## src/hw/rtl/assert_macros.svh

```systemverilog
// ----------------------------------------------------------------------------
// Assertion macros for the lifecycle monitor
// Concurrent checks on i_clk, disabled while i_rst_n is low.
// ----------------------------------------------------------------------------
`ifndef ASSERT_MACROS_SVH
`define ASSERT_MACROS_SVH

`ifndef SYNTHESIS
// property must hold at every clock edge out of reset
`define TLM_ASSERT(lbl, prop, msg) \
    lbl: assert property (@(posedge i_clk) disable iff (!i_rst_n) prop) else $error(msg);
// expression must never be true
`define TLM_ASSERT_NEVER(lbl, expr, msg) \
    lbl: assert property (@(posedge i_clk) disable iff (!i_rst_n) !(expr)) else $error(msg);
`else
`define TLM_ASSERT(lbl, prop, msg)
`define TLM_ASSERT_NEVER(lbl, expr, msg)
`endif

`endif

```

## src/hw/rtl/tlm_pkg.sv

```systemverilog
// ----------------------------------------------------------------------------
// tlm_pkg
// Types, codes and constants shared by the lifecycle monitor modules.
// ----------------------------------------------------------------------------
`default_nettype none
package tlm_pkg;

    localparam int TABLE_SLOTS_DEF = 64;
    localparam int TASK_ROWS_DEF   = 16;
    localparam int NCNT            = 17;
    localparam int TS_W            = 48;
    localparam int HASH_SHIFT      = 33;
    localparam logic [31:0] HASH_LO = 32'hed558ccd;
    localparam logic [31:0] HASH_HI = 32'hff51afd7;

    typedef enum logic [3:0] {
        CMD_QUEUED   = 4'd0,
        CMD_STARTED  = 4'd1,
        CMD_FINISHED = 4'd2,
        CMD_FAILED   = 4'd3,
        CMD_RETRIED  = 4'd4,
        CMD_DEAD     = 4'd5,
        CMD_DROPPED  = 4'd6,
        CMD_READ     = 4'd7,
        CMD_CLEAR    = 4'd8
    } t_cmd;

    typedef enum logic [2:0] {
        HS_NONE, HS_PENDING, HS_RUNNING, HS_LIMBO, HS_DONE
    } t_hstate;

    typedef enum logic [4:0] {
        C_QUEUED, C_STARTED, C_FINISHED, C_FAILED, C_RETRIED, C_DEAD, C_DROPPED,
        C_CANCELLED, C_TERMINAL, C_PENDING, C_INFLIGHT, C_WSAMP, C_WSUM, C_WMAX,
        C_RSAMP, C_RSUM, C_RMAX
    } t_ctr;

    typedef enum logic [3:0] {
        ST_INIT, ST_IDLE, ST_HASH, ST_PRB_RD, ST_PRB_CK, ST_EVAL, ST_RM_NEXT,
        ST_RM_CK, ST_RM_HASH, ST_RM_END, ST_CNT, ST_CLR, ST_RD, ST_RD_WAIT, ST_OUT
    } t_state;

    typedef struct packed {
        logic [3:0] task_id;
        logic       hs;
        logic       hq;
        logic       seen;
        t_hstate    st;
    } t_info;

    typedef struct packed {
        logic [TS_W-1:0] stt;
        logic [TS_W-1:0] qt;
        t_info           info;
        logic [31:0]     key;
    } t_entry;

    // outcome of one lifecycle event
    typedef struct packed {
        t_entry          ent;
        logic            gone;
        logic [NCNT-1:0] en_m;
        logic [NCNT-1:0] dec_m;
        logic            ws;
        logic [TS_W-1:0] wms;
        logic            rs;
        logic [TS_W-1:0] rms;
    } t_evt_res;

endpackage
`default_nettype wire

```

## src/hw/rtl/tlm_evt.sv

```systemverilog
// ----------------------------------------------------------------------------
// tlm_evt
// Per-handle state transition and counter update set for one event.
// ----------------------------------------------------------------------------
`default_nettype none
module tlm_evt (
    input  wire logic [3:0]                 i_cmd,
    input  wire logic                       i_has,
    input  wire logic                       i_canc,
    input  wire logic [tlm_pkg::TS_W-1:0]   i_ts,
    input  wire tlm_pkg::t_entry            i_ent,
    output tlm_pkg::t_evt_res               o_res
);
    import tlm_pkg::*;

    always_comb begin
        t_evt_res r;
        t_hstate  st;
        logic     seen;
        logic     hq;
        logic     hs;
        logic [TS_W-1:0] qt;
        logic [TS_W-1:0] stt;
        logic     fin;

        r    = '0;
        st   = i_ent.info.st;
        seen = i_ent.info.seen;
        hq   = i_ent.info.hq;
        hs   = i_ent.info.hs;
        qt   = i_ent.qt;
        stt  = i_ent.stt;
        fin  = (i_cmd == CMD_FINISHED);

        unique case (t_cmd'(i_cmd))
            CMD_QUEUED: begin
                r.en_m[C_QUEUED] = 1'b1;
                if (i_has) begin
                    seen = 1'b1;
                    if (!hq && hs) begin
                        r.ws  = 1'b1;
                        r.wms = (stt > i_ts) ? stt - i_ts : '0;
                    end
                    if (st == HS_DONE) begin
                        r.gone = 1'b1;
                    end else begin
                        if (st == HS_NONE) begin
                            st = HS_PENDING;
                            r.en_m[C_PENDING] = 1'b1;
                        end
                        if (!hq) begin
                            qt = i_ts;
                            hq = 1'b1;
                        end
                    end
                end
            end
            CMD_STARTED: begin
                r.en_m[C_STARTED] = 1'b1;
                if (i_has) begin
                    if (st == HS_PENDING) begin
                        r.en_m[C_PENDING]  = 1'b1;
                        r.dec_m[C_PENDING] = 1'b1;
                    end
                    st  = HS_RUNNING;
                    stt = i_ts;
                    hs  = 1'b1;
                    r.en_m[C_INFLIGHT] = 1'b1;
                    if (hq && i_ts >= qt) begin
                        r.ws  = 1'b1;
                        r.wms = i_ts - qt;
                    end
                end
            end
            CMD_FINISHED, CMD_FAILED: begin
                if (fin) begin
                    r.en_m[C_FINISHED] = 1'b1;
                    r.en_m[C_TERMINAL] = 1'b1;
                end else begin
                    r.en_m[C_FAILED] = 1'b1;
                    if (i_canc) begin
                        r.en_m[C_CANCELLED] = 1'b1;
                        r.en_m[C_TERMINAL]  = 1'b1;
                    end
                end
                if (i_has) begin
                    if (st == HS_RUNNING) begin
                        r.en_m[C_INFLIGHT]  = 1'b1;
                        r.dec_m[C_INFLIGHT] = 1'b1;
                        if (hs && i_ts >= stt) begin
                            r.rs  = 1'b1;
                            r.rms = i_ts - stt;
                        end
                    end else if (!fin && st == HS_PENDING) begin
                        r.en_m[C_PENDING]  = 1'b1;
                        r.dec_m[C_PENDING] = 1'b1;
                    end
                    if (!fin) begin
                        st = HS_LIMBO;
                    end
                    if (fin || i_canc) begin
                        if (seen) begin
                            r.gone = 1'b1;
                        end else begin
                            st = HS_DONE;
                        end
                    end
                end
            end
            CMD_RETRIED: begin
                r.en_m[C_RETRIED] = 1'b1;
                if (i_has) begin
                    if (st != HS_PENDING) begin
                        r.en_m[C_PENDING] = 1'b1;
                    end
                    st = HS_PENDING;
                    qt = i_ts;
                    hq = 1'b1;
                end
            end
            CMD_DEAD, CMD_DROPPED: begin
                if (i_cmd == CMD_DEAD) begin
                    r.en_m[C_DEAD] = 1'b1;
                end else begin
                    r.en_m[C_DROPPED] = 1'b1;
                end
                r.en_m[C_TERMINAL] = 1'b1;
                if (i_has) begin
                    if (st == HS_PENDING) begin
                        r.en_m[C_PENDING]  = 1'b1;
                        r.dec_m[C_PENDING] = 1'b1;
                    end else if (st == HS_RUNNING) begin
                        r.en_m[C_INFLIGHT]  = 1'b1;
                        r.dec_m[C_INFLIGHT] = 1'b1;
                    end
                    if (seen) begin
                        r.gone = 1'b1;
                    end else begin
                        st = HS_DONE;
                    end
                end
            end
            default: begin
                r = '0;
            end
        endcase

        // sample counters: count, sum, maximum
        if (r.ws) begin
            r.en_m[C_WSAMP] = 1'b1;
            r.en_m[C_WSUM]  = 1'b1;
            r.en_m[C_WMAX]  = 1'b1;
        end
        if (r.rs) begin
            r.en_m[C_RSAMP] = 1'b1;
            r.en_m[C_RSUM]  = 1'b1;
            r.en_m[C_RMAX]  = 1'b1;
        end

        r.ent           = i_ent;
        r.ent.info.st   = st;
        r.ent.info.seen = seen;
        r.ent.info.hq   = hq;
        r.ent.info.hs   = hs;
        r.ent.qt        = qt;
        r.ent.stt       = stt;
        o_res           = r;
    end

endmodule
`default_nettype wire

```

## config.mk

```make
export PLATFORM = sky130hd
export DESIGN_NAME = tlm_evt
export DESIGN_NICKNAME = d
export VERILOG_FILES = /design/src/hw/rtl/assert_macros.svh /design/src/hw/rtl/tlm_pkg.sv /design/src/hw/rtl/tlm_evt.sv
export SDC_FILE = /design/constraint.sdc
export NUM_CORES = 1
export LEC_CHECK = 0
export BUFFER_PORTS_ARGS = -buffer_cell sky130_fd_sc_hd__clkbuf_2
export CAP_MARGIN = 10
export CORE_AREA = 5 5 178 180
export DETAILED_ROUTE_END_ITERATION = 7
export DIE_AREA = 0 0 183 185
export GPL_ROUTABILITY_DRIVEN = 0
export PLACE_DENSITY = 0.77
export SLEW_MARGIN = 15
export SYNTH_ARGS = -nofsm -noshare
export SYNTH_HDL_FRONTEND = slang
export SYNTH_SLANG_ARGS = --single-unit
```

## constraint.sdc

```tcl
create_clock -name vclk -period 3.8
set_input_delay 0.19 -clock vclk [all_inputs]
set_output_delay 0.19 -clock vclk [all_outputs]
set_load 0.005 [all_outputs]
```

## Yosys cells after proc, flatten, opt, wreduce, memory -nomap -nowiden

Index checks and enable logic that the tools add are counted.

| cells by class | value |
|---|---|
| eq/ne operators | 10 |
| muxes and demuxes | 78 |
| order comparisons | 3 |
| $add $sub $neg | 3 |
| reductions and logical operators | 11 |

Operator list:

| cell | count |
|---|---|
| 2-to-1 mux 49 bit | 8 |
| 2-to-1 mux 48 bit | 7 |
| subtractor 48 bit | 3 |
| case mux 49 bit (2 select lines) | 1 |
| greater-or-equal comparator 48 bit | 2 |
| case mux 48 bit (2 select lines) | 1 |
| greater-than comparator 48 bit | 1 |
| 2-to-1 mux 3 bit | 13 |
| 2-to-1 mux 1 bit | 34 |
| case mux 3 bit (5 select lines) | 1 |
| == test 4 x 3 -> 1 bit, second input constant | 3 |
| 2-to-1 mux 2 bit | 6 |
| case mux 1 bit (3 select lines) | 3 |
| == test 4 x 2 -> 1 bit, second input constant | 2 |
| case mux 1 bit (2 select lines) | 3 |
| case mux 1 bit (5 select lines) | 1 |
| == test 4 x 1 -> 1 bit, second input constant | 1 |
| logical AND 1 bit | 4 |
| logical NOT 4 bit | 1 |
| OR reduction 2 bit | 2 |
| == test 3 x 1 -> 1 bit, second input constant | 1 |
| == test 3 x 2 -> 1 bit, second input constant | 1 |
| == test 3 bit, second input constant | 1 |
| logical NOT 3 bit | 1 |
| other kinds (3) | 4 |

| word-level totals | value |
|---|---|
| flip-flop bits (word level) | 0 |
| bits of input ports | 192 |
| output and inout bits | 271 |
| logic and storage cells | 105 |

## Longest topological paths before layout

| logic depth | value |
|---|---|
| word-level depth | 7 |
| depth in mapped cells | 16 |
| depth with buffers taken out | 13 |

## Worst setup path before layout

OpenSTA, ideal clock, no wires.

| path | value |
|---|---|
| path type | input port to output port |
| from | in i_ts[0] in the netlist's numbering |
| to | out o_res[126] in the netlist's numbering |
| slack | 0.815 ns |
| stages on the path | 14 |
| arrival time | 2.795 ns |
| buffers on the path | 2 |
| data required time | 3.610 ns |
| path through | inv_1 -> ha_1 -> inv_1 -> fa_1 -> a211oi_1 -> o21ai_1 -> o31ai_4 -> o221ai_1 -> a21oi_1 -> o211a_1 -> nand4b_2 -> clkbuf_1 -> nand2_1 -> buf_4 |

RTL lines:

| element | line | RTL |
|---|---|---|
| start, declared | tlm_evt.sv:10 | `input wire logic [tlm_pkg::TS_W-1:0] i_ts,` |
| end, declared | tlm_evt.sv:12 | `output tlm_pkg::t_evt_res o_res` |

==> implementation parameters <==
Parameter                              Value

Outcome
  Result of the run ... finished with violations
  Failing checks ... DRC

Layout
  Synthesis-to-finish area growth ... 20.67%
  Antenna diode instance count ... 0
  # nets final ... 2513
  Number of flip-flops and latches ... 0
  Post-route core utilization ... 45.78%
  Area taken by flip-flops and latches ... 0 um2
  CLK BUF ... 0
  Layout cell share with drive strength beyond 1 ... 23.53%

Synth
  Number of distinct library cells after synthesis ... 86
  Number of warnings reported in the yosys synthesis log ... 0
  Multiplexer fraction of the synthesized cell area ... 0.1867%
  Sequential share of the synthesized area ... 0%
  Combinational family with the most area after synthesis ... compound AO/OA/AOI/OAI gates
  Avg Synthesized Cell Area ... 6.128 um2
  Syn Inst Count ... 1859
  Mapped cell area ... 11390 um2
  Xor and xnor fraction of the mapped netlist area ... 8.995%
  Fraction of the mapped netlist area in simple logic gates ... 22.34%
  Fraction of the mapped netlist area in compound gates ... 38.13%
  Adder and majority gate portion of the synthesized area ... 16.34%

Global routing
  Gr usage total ... 26.49%
  Number of global-route vias before repair ... 14026
  GRT Residual Overflow ... 0
  Initial antenna violation count ... 2
  Largest net degree at the start of global routing ... 100
  First-pass GRT wire length ... 74210 um

Run
  Max cap viols ... 0

Clocking
  Count of hold-fix buffers inserted at cts ... 0

Floorplanning
  Row count ... 64
  Width of the die ... 183 um
  Die H ... 185 um
  Die footprint ... 33860 um2
  Initial standard-cell utilization of the core ... 37.94%
  Boundary pin count ... 463
  Core area ... 30030 um2

STA
  Summed negative setup slack over all endpoints ... 0 ns
  Time the final worst path needs with I/O delays and setup ... 3.745 ns
  Fmax ... 267.0 MHz
  Relative slew margins ... 38.70%
  Final worst setup slack ... 0.05528 ns
  Max Transition Viols Final ... 0
  RSZ-0062 raised after global routing ... yes
  Final hold violation count ... 0
  Worst-margin pin slew ... 0.9195 ns
  Number of failing setup endpoints in the final timing report ... 0
  Final Cycle Share ... 98.55%

Critical path
  Max FO, Critical Path ... 4
  Crit path DAT ... 3.55 ns
  CP Capture Type ... output pin
  Crit Path Category ... primary input to output pin
  Startpoint type of the worst setup path ... primary input
  First element of the critical path ... i_ent[90]
  Data required time of the worst path ... 3.61 ns

Detailed routing
  Number of DRC violations after detailed-routing iteration 0 ... 1942
  Routed length per instance ... 19.20 um
  First-pass detailed-route iteration total ... 8
  Total via count in the routed design ... 15082
  Remaining routing DRC violations ... 3
  Via-to-Cell Ratio ... 5.873
  Post-detailed-route count of antenna-violating nets ... 0
  Total Wirelength ... 49300 um

Pwr
  Power density over cell area ... 151.5 nW/um2
  Maximum vdd drop ... 44.34 uV
  Overall power of the completed layout ... 2.082 mW
  Leakage power of the design ... 7.020 nW

Placement
  Final HPWL DP ... 41590 um
  Pre-CTS setup slack ... 0.04614 ns
  Count of buffers from port buffering ... 376

Hold path
  Path category of the worst min-delay check ... primary input to output pin
  End point of the worst hold path ... o_res[134]
  Origin of the worst min-delay path ... i_ent[1]
  Number of instances on the worst hold path ... 0
-- cell usage in the layout, fill, tap and decap left out, types with 7 or more instances in the layout --
cell                         n
sky130_fd_sc_hd__conb_1     15
sky130_fd_sc_hd__o22ai_1    43
sky130_fd_sc_hd__or2_2       8
sky130_fd_sc_hd__buf_4      75
sky130_fd_sc_hd__and3_1     16
sky130_fd_sc_hd__nor2_1    136
sky130_fd_sc_hd__nor2b_1    17
sky130_fd_sc_hd__o21ai_0   190
sky130_fd_sc_hd__nand4_1    36
sky130_fd_sc_hd__o21bai_1   44
sky130_fd_sc_hd__nand2b_1   22
sky130_fd_sc_hd__o31ai_1    10
sky130_fd_sc_hd__nor4_1     12
sky130_fd_sc_hd__a21o_1     68
sky130_fd_sc_hd__o211ai_1   19
sky130_fd_sc_hd__inv_1     192
sky130_fd_sc_hd__and2_1      7
sky130_fd_sc_hd__a31oi_1    14
sky130_fd_sc_hd__nand2_1   202
sky130_fd_sc_hd__xor2_1     44
sky130_fd_sc_hd__a211oi_1   16
sky130_fd_sc_hd__nor3_1     45
sky130_fd_sc_hd__a21oi_1   184
sky130_fd_sc_hd__nand3_1    25
sky130_fd_sc_hd__o21a_1     16
sky130_fd_sc_hd__clkbuf_2  376
sky130_fd_sc_hd__ha_1      144
sky130_fd_sc_hd__xnor2_1    73
-- worst max path at each step --
stage	end	slack, ns	cells after the start
floorplan	o_res[126]	0.82	14
global placement	o_res[95]	0.11	16
detailed placement	o_res[95]	0.05	16
CTS	o_res[95]	0.02	16
global route	o_res[95]	-0.06	16
finish	o_res[95]	0.06	16
-- Yosys cell counts, types with 3 or more instances --
cell type	number	share of area [%]
sky130_fd_sc_hd__nand2_1	202	6.7
sky130_fd_sc_hd__inv_1	192	6.3
sky130_fd_sc_hd__o21ai_0	191	8.4
sky130_fd_sc_hd__a21oi_1	185	8.1
sky130_fd_sc_hd__ha_1	144	16
sky130_fd_sc_hd__nor2_1	136	4.5
sky130_fd_sc_hd__xnor2_1	73	5.6
sky130_fd_sc_hd__a21o_1	68	4.5
sky130_fd_sc_hd__buf_4	58	3.8
sky130_fd_sc_hd__clkbuf_1	55	1.8
sky130_fd_sc_hd__nor3_1	45	2.0
sky130_fd_sc_hd__o21bai_1	45	3.0
sky130_fd_sc_hd__xor2_1	44	3.4
sky130_fd_sc_hd__o22ai_1	43	2.4
sky130_fd_sc_hd__nand4_1	36	2.0
sky130_fd_sc_hd__buf_2	33	1.4
sky130_fd_sc_hd__nand3_1	25	1.1
sky130_fd_sc_hd__nand2b_1	22	1.2
sky130_fd_sc_hd__o211ai_1	19	1.3
sky130_fd_sc_hd__a211oi_1	17	1.1
sky130_fd_sc_hd__and3_1	17	0.93
sky130_fd_sc_hd__nor2b_1	17	0.93
sky130_fd_sc_hd__o21a_1	16	1.1
sky130_fd_sc_hd__a31oi_1	15	0.82
sky130_fd_sc_hd__nor4_1	12	0.66
sky130_fd_sc_hd__buf_1	10	0.33
sky130_fd_sc_hd__o31ai_1	10	0.66
sky130_fd_sc_hd__o21ai_1	8	0.35
sky130_fd_sc_hd__or2_2	8	0.44
sky130_fd_sc_hd__and2_1	7	0.38
sky130_fd_sc_hd__or3_1	6	0.33
sky130_fd_sc_hd__o211a_1	5	0.44
sky130_fd_sc_hd__o32ai_1	5	0.38
sky130_fd_sc_hd__a21oi_2	4	0.31
sky130_fd_sc_hd__a31o_2	4	0.31
sky130_fd_sc_hd__o221ai_1	4	0.31
sky130_fd_sc_hd__a211o_1	3	0.23
sky130_fd_sc_hd__a21boi_0	3	0.20
sky130_fd_sc_hd__a221o_1	3	0.26
sky130_fd_sc_hd__a22oi_1	3	0.20
sky130_fd_sc_hd__fa_1	3	0.53
sky130_fd_sc_hd__nand3b_1	3	0.20
sky130_fd_sc_hd__nor3b_1	3	0.20
sky130_fd_sc_hd__o31a_1	3	0.23
-- worst max-delay path, stage by stage --
cell and delay (ns):
sky130_fd_sc_hd__clkbuf_2 0.10, sky130_fd_sc_hd__inv_1 0.07, sky130_fd_sc_hd__ha_1 0.16, sky130_fd_sc_hd__inv_1 0.06
sky130_fd_sc_hd__fa_2 0.39, sky130_fd_sc_hd__a211oi_4 0.32, sky130_fd_sc_hd__o21ai_2 0.13, sky130_fd_sc_hd__a2111o_1 0.46
sky130_fd_sc_hd__a311o_2 0.44, sky130_fd_sc_hd__a21oi_4 0.23, sky130_fd_sc_hd__o31a_4 0.22, sky130_fd_sc_hd__o22ai_1 0.08
sky130_fd_sc_hd__xnor2_1 0.27, sky130_fd_sc_hd__o32ai_2 0.14, sky130_fd_sc_hd__buf_4 0.17, sky130_fd_sc_hd__clkbuf_2 0.11
-- metrics by stage --
stage,instance area (um2),hold slack [ns],instances
3_5_place_dp,13640,0.3800,2564
2_1_floorplan,11440,0.4165,1873
6_report,13750,0.3800,2568
3_3_place_gp,13640,0.3800,2564
4_1_cts,13640,0.3800,2564
5_1_grt,13750,0.3800,2568
-- cell families after synthesis --
kind of cell,count (synthesis)
AO/OA/AOI/OAI,692
AND/OR/NAND/NOR,549
buffers and inverters,351
adder cells (fa/ha/maj),147
XOR/XNOR,117
multiplexers,2
other,1
-- final cells by class --
cell class / instances / area (um2)
Timing Repair Buffer: 457 / 2565
Tap cell: 396 / 495.5
Inverter: 193 / 724.4
Fill cell: 3144 / 16280
Multi-Input combinational cell: 1522 / 9962
-- timing repair --
action                                  4_1_cts  5_1_grt
gates resized for setup                       0       15
endpoints found under the setup margin        0       13
buffers inserted                              0        4
-- report_power, final --
group / internal, mW / switching [mW] / leakage [nW]
clock: 0 / 0 / 0
combinational: 0.832 / 1.25 / 7.02
sequential: 0 / 0 / 0
total: 0.832 / 1.25 / 7.02
-- routing by layer --
metal	up-vias	global-route usage [%]	wire length, um
li1	7106	-	-
met1	6715	34.53	19710
met2	1060	44.17	21780
met3	197	4.379	5410
met4	4	9.565	2376
met5	-	0	21
No activity file was read; power rests on OpenSTA's default activity.
