===== config.mk =====
export PLATFORM = sky130hd
export DESIGN_NAME = tlm_hash
export DESIGN_NICKNAME = d
export VERILOG_FILES = /design/src/hw/rtl/assert_macros.svh /design/src/hw/rtl/tlm_pkg.sv /design/src/hw/rtl/tlm_hash.sv
export SDC_FILE = /design/constraint.sdc
export NUM_CORES = 1
export LEC_CHECK = 0
export ABC_CLOCK_PERIOD_IN_PS = 7150
export BUFFER_PORTS_ARGS = -buffer_cell sky130_fd_sc_hd__buf_2
export CAP_MARGIN = 25
export CORE_MARGIN = 3
export CORE_UTILIZATION = 50
export DETAILED_ROUTE_END_ITERATION = 8
export HOLD_SLACK_MARGIN = 0.02
export PLACE_DENSITY = 0.71
export SYNTH_ARGS = -nofsm -noshare
export SYNTH_HDL_FRONTEND = slang
export SYNTH_SLANG_ARGS = --single-unit

===== constraint.sdc =====
create_clock -name i_clk -period 7.15 [get_ports i_clk]
set_input_delay 1.43 -clock i_clk [delete_from_list [all_inputs] [get_ports i_clk]]
set_output_delay 1.43 -clock i_clk [all_outputs]
set_load 0.02 [all_outputs]

===== src/hw/rtl/assert_macros.svh =====
// ----------------------------------------------------------------------------
// Assertion macros for the lifecycle monitor
// Concurrent checks on i_clk, disabled while i_rst_n is low.
// ----------------------------------------------------------------------------
`ifndef ASSERT_MACROS_SVH
`define ASSERT_MACROS_SVH

`ifndef SYNTHESIS
// property must hold at every clock edge out of reset
`define TLM_ASSERT(lbl, prop, msg) \
    lbl: assert property (@(posedge i_clk) disable iff (!i_rst_n) prop) else $error(msg);
// expression must never be true
`define TLM_ASSERT_NEVER(lbl, expr, msg) \
    lbl: assert property (@(posedge i_clk) disable iff (!i_rst_n) !(expr)) else $error(msg);
`else
`define TLM_ASSERT(lbl, prop, msg)
`define TLM_ASSERT_NEVER(lbl, expr, msg)
`endif

`endif


===== src/hw/rtl/tlm_pkg.sv =====
// ----------------------------------------------------------------------------
// tlm_pkg
// Types, codes and constants shared by the lifecycle monitor modules.
// ----------------------------------------------------------------------------
`default_nettype none
package tlm_pkg;

    localparam int TABLE_SLOTS_DEF = 64;
    localparam int TASK_ROWS_DEF   = 16;
    localparam int NCNT            = 17;
    localparam int TS_W            = 48;
    localparam int HASH_SHIFT      = 33;
    localparam logic [31:0] HASH_LO = 32'hed558ccd;
    localparam logic [31:0] HASH_HI = 32'hff51afd7;

    typedef enum logic [3:0] {
        CMD_QUEUED   = 4'd0,
        CMD_STARTED  = 4'd1,
        CMD_FINISHED = 4'd2,
        CMD_FAILED   = 4'd3,
        CMD_RETRIED  = 4'd4,
        CMD_DEAD     = 4'd5,
        CMD_DROPPED  = 4'd6,
        CMD_READ     = 4'd7,
        CMD_CLEAR    = 4'd8
    } t_cmd;

    typedef enum logic [2:0] {
        HS_NONE, HS_PENDING, HS_RUNNING, HS_LIMBO, HS_DONE
    } t_hstate;

    typedef enum logic [4:0] {
        C_QUEUED, C_STARTED, C_FINISHED, C_FAILED, C_RETRIED, C_DEAD, C_DROPPED,
        C_CANCELLED, C_TERMINAL, C_PENDING, C_INFLIGHT, C_WSAMP, C_WSUM, C_WMAX,
        C_RSAMP, C_RSUM, C_RMAX
    } t_ctr;

    typedef enum logic [3:0] {
        ST_INIT, ST_IDLE, ST_HASH, ST_PRB_RD, ST_PRB_CK, ST_EVAL, ST_RM_NEXT,
        ST_RM_CK, ST_RM_HASH, ST_RM_END, ST_CNT, ST_CLR, ST_RD, ST_RD_WAIT, ST_OUT
    } t_state;

    typedef struct packed {
        logic [3:0] task_id;
        logic       hs;
        logic       hq;
        logic       seen;
        t_hstate    st;
    } t_info;

    typedef struct packed {
        logic [TS_W-1:0] stt;
        logic [TS_W-1:0] qt;
        t_info           info;
        logic [31:0]     key;
    } t_entry;

    // outcome of one lifecycle event
    typedef struct packed {
        t_entry          ent;
        logic            gone;
        logic [NCNT-1:0] en_m;
        logic [NCNT-1:0] dec_m;
        logic            ws;
        logic [TS_W-1:0] wms;
        logic            rs;
        logic [TS_W-1:0] rms;
    } t_evt_res;

endpackage
`default_nettype wire


===== src/hw/rtl/tlm_hash.sv =====
// ----------------------------------------------------------------------------
// tlm_hash
// Home slot of a handle: murmur3 finalizer, 32x32 partial products registered
// low half then high half after the key; o_done marks the result valid.
// ----------------------------------------------------------------------------
`default_nettype none
module tlm_hash #(
    parameter int TABLE_SLOTS = tlm_pkg::TABLE_SLOTS_DEF
) (
    input  wire logic                           i_clk,
    input  wire logic                           i_rst_n,
    input  wire logic                           i_start,
    input  wire logic [31:0]                    i_key,
    output logic                                o_done,
    output logic [$clog2(TABLE_SLOTS)-1:0]      o_home
);
    import tlm_pkg::*;

    localparam int SLOT_W = $clog2(TABLE_SLOTS);

    logic [2:0]  r_v;
    logic [31:0] r_key;
    logic [63:0] r_p0;
    logic [31:0] r_p1;
    logic [31:0] hi_prod;
    logic [63:0] prod;
    logic [63:0] mixed;

    // stage valid chain
    always_ff @(posedge i_clk) begin
        if (!i_rst_n) begin
            r_v <= '0;
        end else begin
            r_v <= {r_v[1:0], i_start};
        end
    end

    assign hi_prod = r_key * HASH_HI;

    // partial products, low half then high half
    always_ff @(posedge i_clk) begin
        if (i_start) begin
            r_key <= i_key;
        end
        if (r_v[0]) begin
            r_p0 <= {32'b0, r_key} * {32'b0, HASH_LO};
        end
        if (r_v[1]) begin
            r_p1 <= hi_prod;
        end
    end

    assign prod   = r_p0 + {r_p1, 32'b0};
    assign mixed  = prod ^ (prod >> HASH_SHIFT);
    assign o_home = mixed[SLOT_W-1:0];
    assign o_done = r_v[2];

endmodule
`default_nettype wire


### Yosys cells after proc, flatten, opt, wreduce, memory -nomap -nowiden

Cells that the tools add are included.

| word-level totals | value |
|---|---|
| input port bits | 35 |
| word-level logic and storage cells | 8 |
| register bits | 81 |

| operators by class | value |
|---|---|
| add/sub/neg operators | 1 |
| multipliers | 2 |
| bitwise gates (word level) | 1 |

Operators by type and width:

| kind | number |
|---|---|
| 39-bit adder | 1 |
| 32-bit by 32-bit multiplier with 39-bit output, second input constant | 1 |
| 32-bit by 25-bit multiplier with 7-bit output, second input constant | 1 |
| 6-bit XOR | 1 |

### Logic depth before layout (Yosys ltp)

Gate-level depths: netlist (run 1).

| logic depth | value |
|---|---|
| word-level depth | 2 |
| depth in mapped cells | 22 |
| mapped depth without buffers | 22 |

### Least setup slack after synthesis (run 1)

OpenSTA, ideal clock, no wires.

| timing | value |
|---|---|
| path type | register to register |
| start point | register r_key[16] |
| end point | register r_p0[38], data pin |
| arrival time | 5.826 ns |
| setup slack | 1.064 ns |
| data required time | 6.891 ns |
| stages on the path, launching flop included | 23 |
| setup time | 0.259 ns |
| path buffers | 0 |
| path through | edfxtp_1 ha_1 ha_1 inv_1 fa_1 fa_1 inv_1 fa_1 inv_1 fa_1 inv_1 fa_1 inv_1 fa_1 inv_1 ha_1 a211oi_1 nand2_1 a2111oi_4 o2111ai_1 a31oi_1 o21bai_1 xnor2_1 |

| between the ends | value |
|---|---|
| cells in the longest elaborated chain, start to end | 1 |

RTL lines:

| what | RTL line | text |
|---|---|---|
| start, declared | tlm_hash.sv:22 | `logic [31:0] r_key;` |
| start signal, assigned | tlm_hash.sv:43 | `r_key <= i_key;` |
| 32-bit by 32-bit multiplier with 39-bit output | tlm_hash.sv:46 | `r_p0 <= {32'b0, r_key} * {32'b0, HASH_LO};` |
| end signal, assigned | tlm_hash.sv:46 |  |
| end, declared | tlm_hash.sv:23 | `logic [63:0] r_p0;` |

No other way between the ends.
A chain may end at the register's enable or synchronous reset.

### Worst setup path after layout (run 1)

| timing | value |
|---|---|
| start point | register r_key[1] |
| end point | register r_p0[35], data pin |

Same word-level chain as after synthesis.

==> metrics.md, run 1 <==
| Metric | Value |
|---|---|
| Clock-pin slew on the worst setup and hold paths | 0.08 ns |
| Layout cells sized above 1 | 4.85% |
| Routed wl met3 | 2090 µm |
| Worst-case reg-to-reg path depth | 17 |
| First-pass GRT wire length | 52000 µm |
| I/O pin count | 42 |
| Synth cell types | 43 |
| Worst Path Required | 7.22 ns |
| Final worst path period need | 6.80 ns |
| Critical path launch point | r_key[1]$_DFFE_PP_ |
| Max FO, Critical Path | 9 |
| Clk buf depth | 2 |
| Hold path start | r_v[1]$_SDFF_PN0_ |
| Die X | 167 µm |
| Top_reg_cell synth | edfxtp_1 |
| CTS H-tree lvls | 2 |
| Largest net degree at the start of global routing | 34 |
| Core footprint | 25400 µm² |
| Core Util, Final | 54.3% |
| Met1 WL | 13600 µm |
| Slew HR | 42.1% |
| Vias | 8059 |
| Area growth syn-to-layout | 6.19% |
| Hold Buf Count CTS | 0 |
| RSZ-0062 raised after global routing | false |
| Via density per instance | 5.14 |
| Setup WS pre-CTS | 0.421 ns |
| Post-Route WL | 31900 µm |
| Startpoint Class | register |
| Fin nets | 1773 |
| Total GRT Usage | 24.7% |
| Setup slack after layout | 0.350 ns |
| YS warnings | 0 |
| Critical Path AT | 6.87 ns |
| Max_cap viols | 0 |
| Worst-margin pin slew | 0.868 ns |
| Fmax | 0.147 GHz |
| TritonCTS Sinks | 55 |
| Netlist Area Pre-Place | 13000 µm² |
| DR pass1 iterations | 5 |
| Worst hold path class | reg2reg |
| Post-synth top area share | 43.9% |
| Syn Area/Cell | 11.0 µm² |
| Worst skew pair latency | 0.33 ns |
| Max Used Layer | met4 |
| Final Max Tran Viols | 0 |
| Synthesized flop and latch total | 55 |
| Detail Placement HPWL | 29700 µm |
| Most common cell after layout, fill and taps aside | inv_1 |
| Vias in the first global route | 9121 |
| Status | completed |
| Post-CTS Setup Bufs | 0 |
| Tcrit/Tclk final | 95.1% |
| Number of synthesized flops with an enable pin | 52 |
| Setup Viol. Count Final | 0 |
| CTS tree | done |
| Post-Syn Instances | 1185 |
| FF-to-FF Start | r_key[1]$_DFFE_PP_ |
| Num CTS Buffers | 5 |
| Fin. Hold Viols | 0 |
| FILL cells | 2185 |
| Total gr overflow | 0 |
| FP Rows | 58 |
| ANT nets after route | 0 |
| Total Neg Setup Slack | 0 ns |
| Detailed Route Iter0 Violations | 536 |
| Syn nets | 1721 |
| Root Driver | clkbuf_16 |
| CTS resizes | 0 |
| Wire length per cell | 20.3 µm |
| Met2 wire len | 15100 µm |
| CP Capture Type | register |
| Initial antenna violation count | 0 |
| Worst hold path stage count | 0 |
| Final GP Congestion | 0.999 |
| ANT cells | 0 |
| Post-synth top area cell | fa_1 |
| Die area | 28000 µm² |
| DRC viols | 0 |
| Ys async rst share | 0% |
| Die H | 167 µm |
| Sequential area share after synthesis | 12.5% |
| CP Class | reg2reg |
| Starting Density | 51.2% |
| Top cells by area, synth | fa_1 44%, ha_1 21%, inv_1 13% |
| IO buf count | 41 |
| Layout Skew | 0.0154 ns |
| Highest-count cells in the layout ignoring fill and taps | 439 x inv_1, 285 x fa_1, 216 x ha_1 |
-- synthesized netlist by cell type, drive strengths merged (5+ instances only) --
cell / count
a211oi: 5
a21o: 10
a21oi: 20
a31oi: 5
edfxtp: 52
fa: 285
ha: 216
inv: 439
nand2: 8
nand3: 7
nor2: 10
nor3: 11
o21ai: 15
xnor2: 47
xor2: 9
-- worst max-delay path, cell delays in order (launching register included) --
cell and delay, ns:
edfxtp_1 0.76, inv_1 0.16, fa_1 0.51, fa_1 0.50, inv_1 0.05, fa_1 0.50, fa_1 0.48, fa_1 0.60
fa_1 0.45, fa_1 0.51, fa_1 0.41, ha_1 0.39, and3_1 0.24, nand3_1 0.11, o21ai_0 0.30, a211o_1 0.19
nor3_1 0.06, a311o_1 0.32
-- metal layers --
layer  track usage [%]  vias up
li1                  -     3662
met1              34.0     4104
met2              40.8      243
met3              4.37       50
met4              7.04        0
met5                 0        -
-- state kept, by name, summed over array words and instances, names as in the netlist --
register,cells
r_key,32
r_p0,13
r_p1,7
r_v,3
-- stage by stage --
stage	cell area [µm²]	std cells	hold WS (ns)
final	13800	1568	0.672
after global routing	13800	1568	0.689
after CTS	13800	1568	0.689
after detailed placement	13600	1560	0.660
after global placement	13600	1560	0.655
after floorplan	13000	1185	0.551
-- final timing paths --
path / slack [ns] / endpoint
worst max-delay path: 0.35 / r_p0[35]$_DFFE_PP_
worst min-delay path: 0.67 / r_p1[4]$_DFFE_PP_
worst max register to register: 0.35 / r_p0[35]$_DFFE_PP_
worst min register to register: 0.67 / r_p1[4]$_DFFE_PP_
-- area by class of cell --
cell class	count	area [µm²]	area share, %
clock buffer	5	125	0.907
clock inverter	3	27.5	0.199
inverter	439	1650	11.9
multi-input combinational	690	9720	70.5
sequential	55	1620	11.7
tap	330	413	2.99
timing repair buffer	46	243	1.76
-- logic make-up (layout without fill, tap and decap cells) --
kind of cell / Yosys count / after routing / share of synthesized area [%]
compound gates: 80 / 80 / 4.32
xor+xnor: 56 / 56 / 3.77
fa+ha+maj: 501 / 501 / 64.7
buf+inv: 440 / 493 / 12.7
flops: 55 / 55 / 12.5
simple gates: 53 / 53 / 2.03
Power of run 1 is not shown: default switching activity piles up to over one toggle a cycle in this logic, so the estimate is an artifact.
==> run 2: changes to the inputs <==
--- a/config.mk
+++ b/config.mk
@@ -5,7 +5,7 @@
 export SDC_FILE = /design/constraint.sdc
 export NUM_CORES = 1
 export LEC_CHECK = 0
-export ABC_CLOCK_PERIOD_IN_PS = 7150
+export ABC_CLOCK_PERIOD_IN_PS = 8500
 export BUFFER_PORTS_ARGS = -buffer_cell sky130_fd_sc_hd__buf_2
 export CAP_MARGIN = 25
 export CORE_MARGIN = 3
==> constraint.sdc (replaced) <==
create_clock -name i_clk -period 8.5 [get_ports i_clk]
set_input_delay 1.7 -clock i_clk [delete_from_list [all_inputs] [get_ports i_clk]]
set_output_delay 1.7 -clock i_clk [all_outputs]
set_load 0.02 [all_outputs]
==> metrics.md, run 2 (same netlist as run 1, synthesis figures left out) <==
| Metric | Value |
|---|---|
| RSZ-0062 raised after global routing | false (unchanged) |
| CTS tree | done (unchanged) |
| Detailed Route Iter0 Violations | 424 (was 536) |
| CP Class | reg2reg (unchanged) |
| Die H | 167 µm (unchanged) |
| Layout cells sized above 1 | 4.46% (was 4.85%) |
| Hold EP | r_p1[4]$_DFFE_PP_ (unchanged) |
| FF-to-FF End | r_p0[35]$_DFFE_PP_ (unchanged) |
| FP Rows | 58 (unchanged) |
| Reg with most FFs | r_key (unchanged) |
| Fmax | 0.145 GHz (was 0.147 GHz) |
| Vias in the first global route | 9242 (was 9121) |
| Worst skew pair latency | 0.32 ns (was 0.33 ns) |
| Tcrit/Tclk final | 81.2% (was 95.1%) |
| FILL cells | 2228 (was 2185) |
| Total Neg Setup Slack | 0 ns (unchanged) |
| Worst Path Required | 8.57 ns (was 7.22 ns) |
| Area growth syn-to-layout | 5.90% (was 6.19%) |
| Hold Buf Count CTS | 0 (unchanged) |
| Vias | 8032 (was 8059) |
| Starting Density | 51.2% (unchanged) |
| R2R setup slack | 1.60 ns (was 0.35 ns) |
| Worst-case reg-to-reg path depth | 17 (unchanged) |
| Num CTS Buffers | 5 (unchanged) |
| Worst-margin pin slew | 0.914 ns (was 0.868 ns) |
| Clock-pin slew on the worst setup and hold paths | 0.09 ns (was 0.08 ns) |
| FF-to-FF Start | r_key[1]$_DFFE_PP_ (unchanged) |
| Layout Skew | 0.0122 ns (was 0.0154 ns) |
| ANT cells | 0 (unchanged) |
| Initial antenna violation count | 0 (unchanged) |
| Final Max Tran Viols | 0 (unchanged) |
| Max_cap viols | 0 (unchanged) |
| Hold path start | r_v[1]$_SDFF_PN0_ (unchanged) |
| Max FO, Critical Path | 9 (unchanged) |
| Setup Viol. Count Final | 0 (unchanged) |
| First-pass GRT wire length | 53200 µm (was 52000 µm) |
| Clk buf depth | 2 (unchanged) |
| Post-CTS Setup Bufs | 0 (unchanged) |
| CP Capture Type | register (unchanged) |
| Worst hold path stage count | 0 (unchanged) |
| Fin. Hold Viols | 0 (unchanged) |
| Largest net degree at the start of global routing | 34 (unchanged) |
| ANT nets after route | 0 (unchanged) |
| Startpoint Class | register (unchanged) |
| Wire length per cell | 21.4 µm (was 20.3 µm) |
| Total gr overflow | 0 (unchanged) |
| Final GP Congestion | 1.02 (was 0.999) |
| IO buf count | 41 (unchanged) |
| Fin nets | 1768 (was 1773) |
| Final worst path period need | 6.90 ns (was 6.80 ns) |
| DR pass1 iterations | 5 (unchanged) |
| TritonCTS Sinks | 55 (unchanged) |
| Core footprint | 25400 µm² (unchanged) |
| CTS H-tree lvls | 2 (unchanged) |
| Highest-count cells in the layout ignoring fill and taps | 439 x inv_1, 285 x fa_1, 216 x ha_1 (unchanged) |
| Status | completed (unchanged) |
| Total GRT Usage | 25.6% (was 24.7%) |
| Largest register FFs | 32 (unchanged) |
| Most common cell after layout, fill and taps aside | inv_1 (unchanged) |
| Post-Route WL | 33400 µm (was 31900 µm) |
| Biggest regs | r_key: 32 flops, r_p0: 13 flops, r_p1: 7 flops (unchanged) |
| Critical Path AT | 6.97 ns (was 6.87 ns) |
| I/O pin count | 42 (unchanged) |
| Die area | 28000 µm² (unchanged) |
| Die X | 167 µm (unchanged) |
| DRC viols | 0 (unchanged) |
| CTS resizes | 0 (unchanged) |
| Root Driver | clkbuf_16 (unchanged) |
| Via density per instance | 5.14 (about the same) |
| Detail Placement HPWL | 30900 µm (was 29700 µm) |
| Worst hold path class | reg2reg (unchanged) |
| Slew HR | 39.0% (was 42.1%) |
[run 2: cell count changes in the layout (fill, tap and decap cells not counted)]
cell	previous run	this run
buf_4	5	0
[run 2: per-stage QoR]
stage               utilization, %  cells  hold slack [ns]  area (µm²)  worst slack (ns)
floorplan                        -   1185            0.551       13000              2.41
global placement              53.6   1555            0.682       13600              1.66
detailed placement            53.6   1555            0.686       13600              1.63
CTS                           54.2   1563            0.716       13800              1.57
global route                  54.2   1563            0.723       13800              1.29
finish                        54.2   1563            0.705       13800              1.60
[run 2: area by class of cell]
cell class	instances	area, µm²	share of cell area, %
Tap cell	330	413	3.00
Multi-Input combinational cell	690	9720	70.6
Timing Repair Buffer	41	205	1.49
Clock buffer	5	125	0.909
Sequential cell	55	1620	11.8
Clock inverter	3	27.5	0.200
Inverter	439	1650	12.0
[run 2: worst max path at each step]
stage                        start            endpoint  slack [ns]  depth (start not counted)
2_1_floorplan  r_key[16]$_DFFE_PP_  r_p0[38]$_DFFE_PP_        2.41                         22
3_3_place_gp    r_key[1]$_DFFE_PP_  r_p0[35]$_DFFE_PP_        1.66                         17
3_5_place_dp    r_key[1]$_DFFE_PP_  r_p0[35]$_DFFE_PP_        1.63                         17
4_1_cts         r_key[1]$_DFFE_PP_  r_p0[35]$_DFFE_PP_        1.57                         17
5_1_grt         r_key[1]$_DFFE_PP_  r_p0[35]$_DFFE_PP_        1.29                         17
6_report        r_key[1]$_DFFE_PP_  r_p0[35]$_DFFE_PP_        1.60                         17
[run 2: critical path: stages, from the launching register on]
cell	delay, ns
edfxtp_1	0.74
inv_1	0.14
fa_1	0.57
fa_1	0.52
inv_1	0.05
fa_1	0.44
fa_1	0.60
fa_1	0.49
fa_1	0.46
fa_1	0.51
fa_1	0.41
ha_1	0.41
and3_1	0.24
nand3_1	0.11
o21ai_0	0.33
a211o_1	0.21
nor3_1	0.07
a311o_1	0.32
[run 2: layer usage]
metal | global-route usage, % | wire length, µm | vias to the layer above
li1 | - | - | 3652
met1 | 33.4 | 13700 | 4107
met2 | 42.7 | 16000 | 208
met3 | 5.64 | 2220 | 65
met4 | 9.32 | 1520 | 0
met5 | 0 | 0 | -
Power of run 2 is left out for the same reason.
==> run 3: changes to the inputs <==
--- a/config.mk
+++ b/config.mk
@@ -5,14 +5,14 @@
 export SDC_FILE = /design/constraint.sdc
 export NUM_CORES = 1
 export LEC_CHECK = 0
-export ABC_CLOCK_PERIOD_IN_PS = 8500
+export ABC_CLOCK_PERIOD_IN_PS = 6000
 export BUFFER_PORTS_ARGS = -buffer_cell sky130_fd_sc_hd__buf_2
 export CAP_MARGIN = 25
 export CORE_MARGIN = 3
 export CORE_UTILIZATION = 50
 export DETAILED_ROUTE_END_ITERATION = 8
 export HOLD_SLACK_MARGIN = 0.02
-export PLACE_DENSITY = 0.71
+export PLACE_DENSITY = 0.74
 export SYNTH_ARGS = -nofsm -noshare
 export SYNTH_HDL_FRONTEND = slang
 export SYNTH_SLANG_ARGS = --single-unit
==> constraint.sdc (replaced) <==
create_clock -name i_clk -period 6 [get_ports i_clk]
set_input_delay 1.2 -clock i_clk [delete_from_list [all_inputs] [get_ports i_clk]]
set_output_delay 1.2 -clock i_clk [all_outputs]
set_load 0.02 [all_outputs]
==> metrics.md, run 3 (same netlist as run 1, synthesis figures left out) <==
| Metric | Value |
|---|---|
| Die area | 28000 µm² (unchanged) |
| Critical path's most frequent cell | fa_1 (unchanged) |
| Total Neg Setup Slack | -1.34 ns (was 0 ns) |
| WHS | 0.619 ns (was 0.705 ns) |
| Post-Place Cell Area | 15100 µm² (was 13600 µm²) |
| CP Class | reg2reg (unchanged) |
| Highest-count cells in the layout ignoring fill and taps | 424 x inv_1, 280 x fa_1, 200 x buf_4 (was 439 x inv_1, 285 x fa_1, 216 x ha_1) |
| Detail Placement HPWL | 32300 µm (was 30900 µm) |
| FF-to-FF End | r_p0[35]$_DFFE_PP_ (unchanged) |
| Final GP Congestion | 1.03 (was 1.02) |
| FF-to-FF Start | r_key[4]$_DFFE_PP_ (was r_key[1]$_DFFE_PP_) |
| Worst Path Required | 6.07 ns (was 8.57 ns) |
| Fmax | 0.159 GHz (was 0.145 GHz) |
| CP max-delay cell | fa_1 (was edfxtp_1) |
| Wire length per cell | 20.4 µm (was 21.4 µm) |
| Most common cell after layout, fill and taps aside | inv_1 (unchanged) |
| Setup slack after layout | -0.302 ns (was 1.60 ns) |
| Total gr overflow | 0 (unchanged) |
| Largest register FFs | 32 (unchanged) |
| Worst hold path class | reg2reg (unchanged) |
| Slew HR | 34.9% (was 39.0%) |
| Vias in the first global route | 10163 (was 9242) |
| Worst-path cell chain | ha_1, inv_1, fa_1, inv_2, fa_1, fa_1, fa_1, fa_1, fa_1, fa_1, ha_4, and3_4, o211ai_1, a21oi_2, a211o_1, nor3_2, a311o_1 (was inv_1, fa_1, fa_1, inv_1, fa_1, fa_1, fa_1, fa_1, fa_1, fa_1, ha_1, and3_1, nand3_1, o21ai_0, a211o_1, nor3_1, a311o_1) |
| I/O pin count | 42 (unchanged) |
| Layout Skew | 0.0115 ns (was 0.0122 ns) |
| Die X | 167 µm (unchanged) |
| Vias | 9060 (was 8032) |
| Max FO, Critical Path | 5 (was 9) |
| Via density per instance | 5.10 (was 5.14) |
| Worst skew pair latency | 0.32 ns (about the same) |
| ANT cells | 0 (unchanged) |
| Fin nets | 1982 (was 1768) |
| Startpoint Class | register (unchanged) |
| Crit path capture | r_p0[35]$_DFFE_PP_ (unchanged) |
| CP max stage delay | 0.60 ns (was 0.74 ns) |
| Core footprint | 25400 µm² (unchanged) |
| Num CTS Buffers | 5 (unchanged) |
| Starting Density | 51.2% (unchanged) |
| Max_cap viols | 0 (unchanged) |
| Post-Route WL | 36300 µm (was 33400 µm) |
| IO buf count | 41 (unchanged) |
| DR pass1 iterations | 5 (unchanged) |
| CTS tree | done (unchanged) |
| Reg with most FFs | r_key (unchanged) |
| ANT nets after route | 0 (unchanged) |
| Worst-case reg-to-reg path depth | 17 (unchanged) |
| Area growth syn-to-layout | 24.3% (was 5.90%) |
| Layout Cell Area excl Fill | 16200 µm² (was 13800 µm²) |
| Final worst path period need | 6.30 ns (was 6.90 ns) |
| Critical path launch point | r_key[4]$_DFFE_PP_ (was r_key[1]$_DFFE_PP_) |
| Clock-pin slew on the worst setup and hold paths | 0.10 ns (was 0.09 ns) |
| TritonCTS Sinks | 55 (unchanged) |
| DRC viols | 0 (unchanged) |
| CP Capture Type | register (unchanged) |
| Root Driver | clkbuf_16 (unchanged) |
| Tcrit/Tclk final | 105% (was 81.2%) |
| Failing checks | negative setup slack |
| RSZ-0062 raised after global routing | true (was false) |
| Biggest regs | r_key: 32 flops, r_p0: 13 flops, r_p1: 7 flops (unchanged) |
| Top cell family by delay on the critical path | adder cells (unchanged) |
| R2R setup slack | -0.30 ns (was 1.60 ns) |
| Setup Viol. Count Final | 7 (was 0) |
| Detailed Route Iter0 Violations | 655 (was 424) |
| Fin. Hold Viols | 0 (unchanged) |
| Status | complete, but fails checks (was completed) |
| Total GRT Usage | 26.7% (was 25.6%) |
| Buf/Inv on CP | 2 (unchanged) |
| Initial antenna violation count | 0 (unchanged) |
| Critical Path AT | 6.37 ns (was 6.97 ns) |
| Worst-margin pin slew | 0.976 ns (was 0.914 ns) |
| Largest net degree at the start of global routing | 34 (unchanged) |
| Final Max Tran Viols | 0 (unchanged) |
| FP Rows | 58 (unchanged) |
| CTS H-tree lvls | 2 (unchanged) |
| Critical path depth | 17 (unchanged) |
| Die H | 167 µm (unchanged) |
| Layout cells sized above 1 | 25.3% (was 4.46%) |
| Clk buf depth | 2 (unchanged) |
| First-pass GRT wire length | 56600 µm (was 53200 µm) |
-- run 3: cell count changes in the layout (fill, tap and decap cells not counted), moves of 6 or more --
cell	before	now
a21oi_1	20	14
buf_6	0	12
ha_1	216	171
ha_4	0	36
nor3_2	0	6
inv_2	0	14
a21oi_2	0	6
inv_1	439	424
ha_2	0	9
nor3_1	11	5
buf_4	0	200
-- run 3: final cells by class --
class	instances	area, µm²
sequential	55	1620
tap	330	413
timing repair buffer	255	1880
clock inverter	3	31.3
multi-input combinational	690	10400
fill	1909	9240
inverter	439	1650
clock buffer	5	125
-- run 3: how the worst min path moves through the flow --
stage	startpoint	to	slack, ns	cells after the start
after CTS	r_v[1]$_SDFF_PN0_	r_p1[6]$_DFFE_PP_	0.63	0
after global routing	r_v[1]$_SDFF_PN0_	r_p1[6]$_DFFE_PP_	0.65	0
after floorplan	r_v[1]$_SDFF_PN0_	r_p1[0]$_DFFE_PP_	0.55	0
final	r_v[1]$_SDFF_PN0_	r_p1[6]$_DFFE_PP_	0.62	0
after detailed placement	r_v[1]$_SDFF_PN0_	r_p1[1]$_DFFE_PP_	0.62	0
after global placement	r_v[1]$_SDFF_PN0_	r_p1[1]$_DFFE_PP_	0.61	0
-- run 3: per-stage QoR --
step / worst slack (ns) / utilization (%) / instances
floorplan: 0.00236 / - / 1185
CTS: -0.235 / 61.8 / 1768
global placement: -0.415 / 59.3 / 1744
detailed placement: -0.425 / 59.3 / 1744
finish: -0.302 / 63.6 / 1777
global route: -0.475 / 63.6 / 1777
-- run 3: routing by layer --
metal	vias up	global-route usage [%]	part of all wire, %
met5	-	0	0
met4	0	6.90	3.4
met3	67	2.83	5.5
met2	311	45.6	49
met1	4609	37.0	42
li1	4073	-	-
-- run 3: timing repair --
action                                 CTS  global route
buffers inserted                        16            10
hold buffers                             0             0
endpoints found under the hold margin    0             0
resized for setup                       59            60
setup endpoints to repair                7             7
pin swaps                               46            55
Power of run 3 is left out for the same reason.
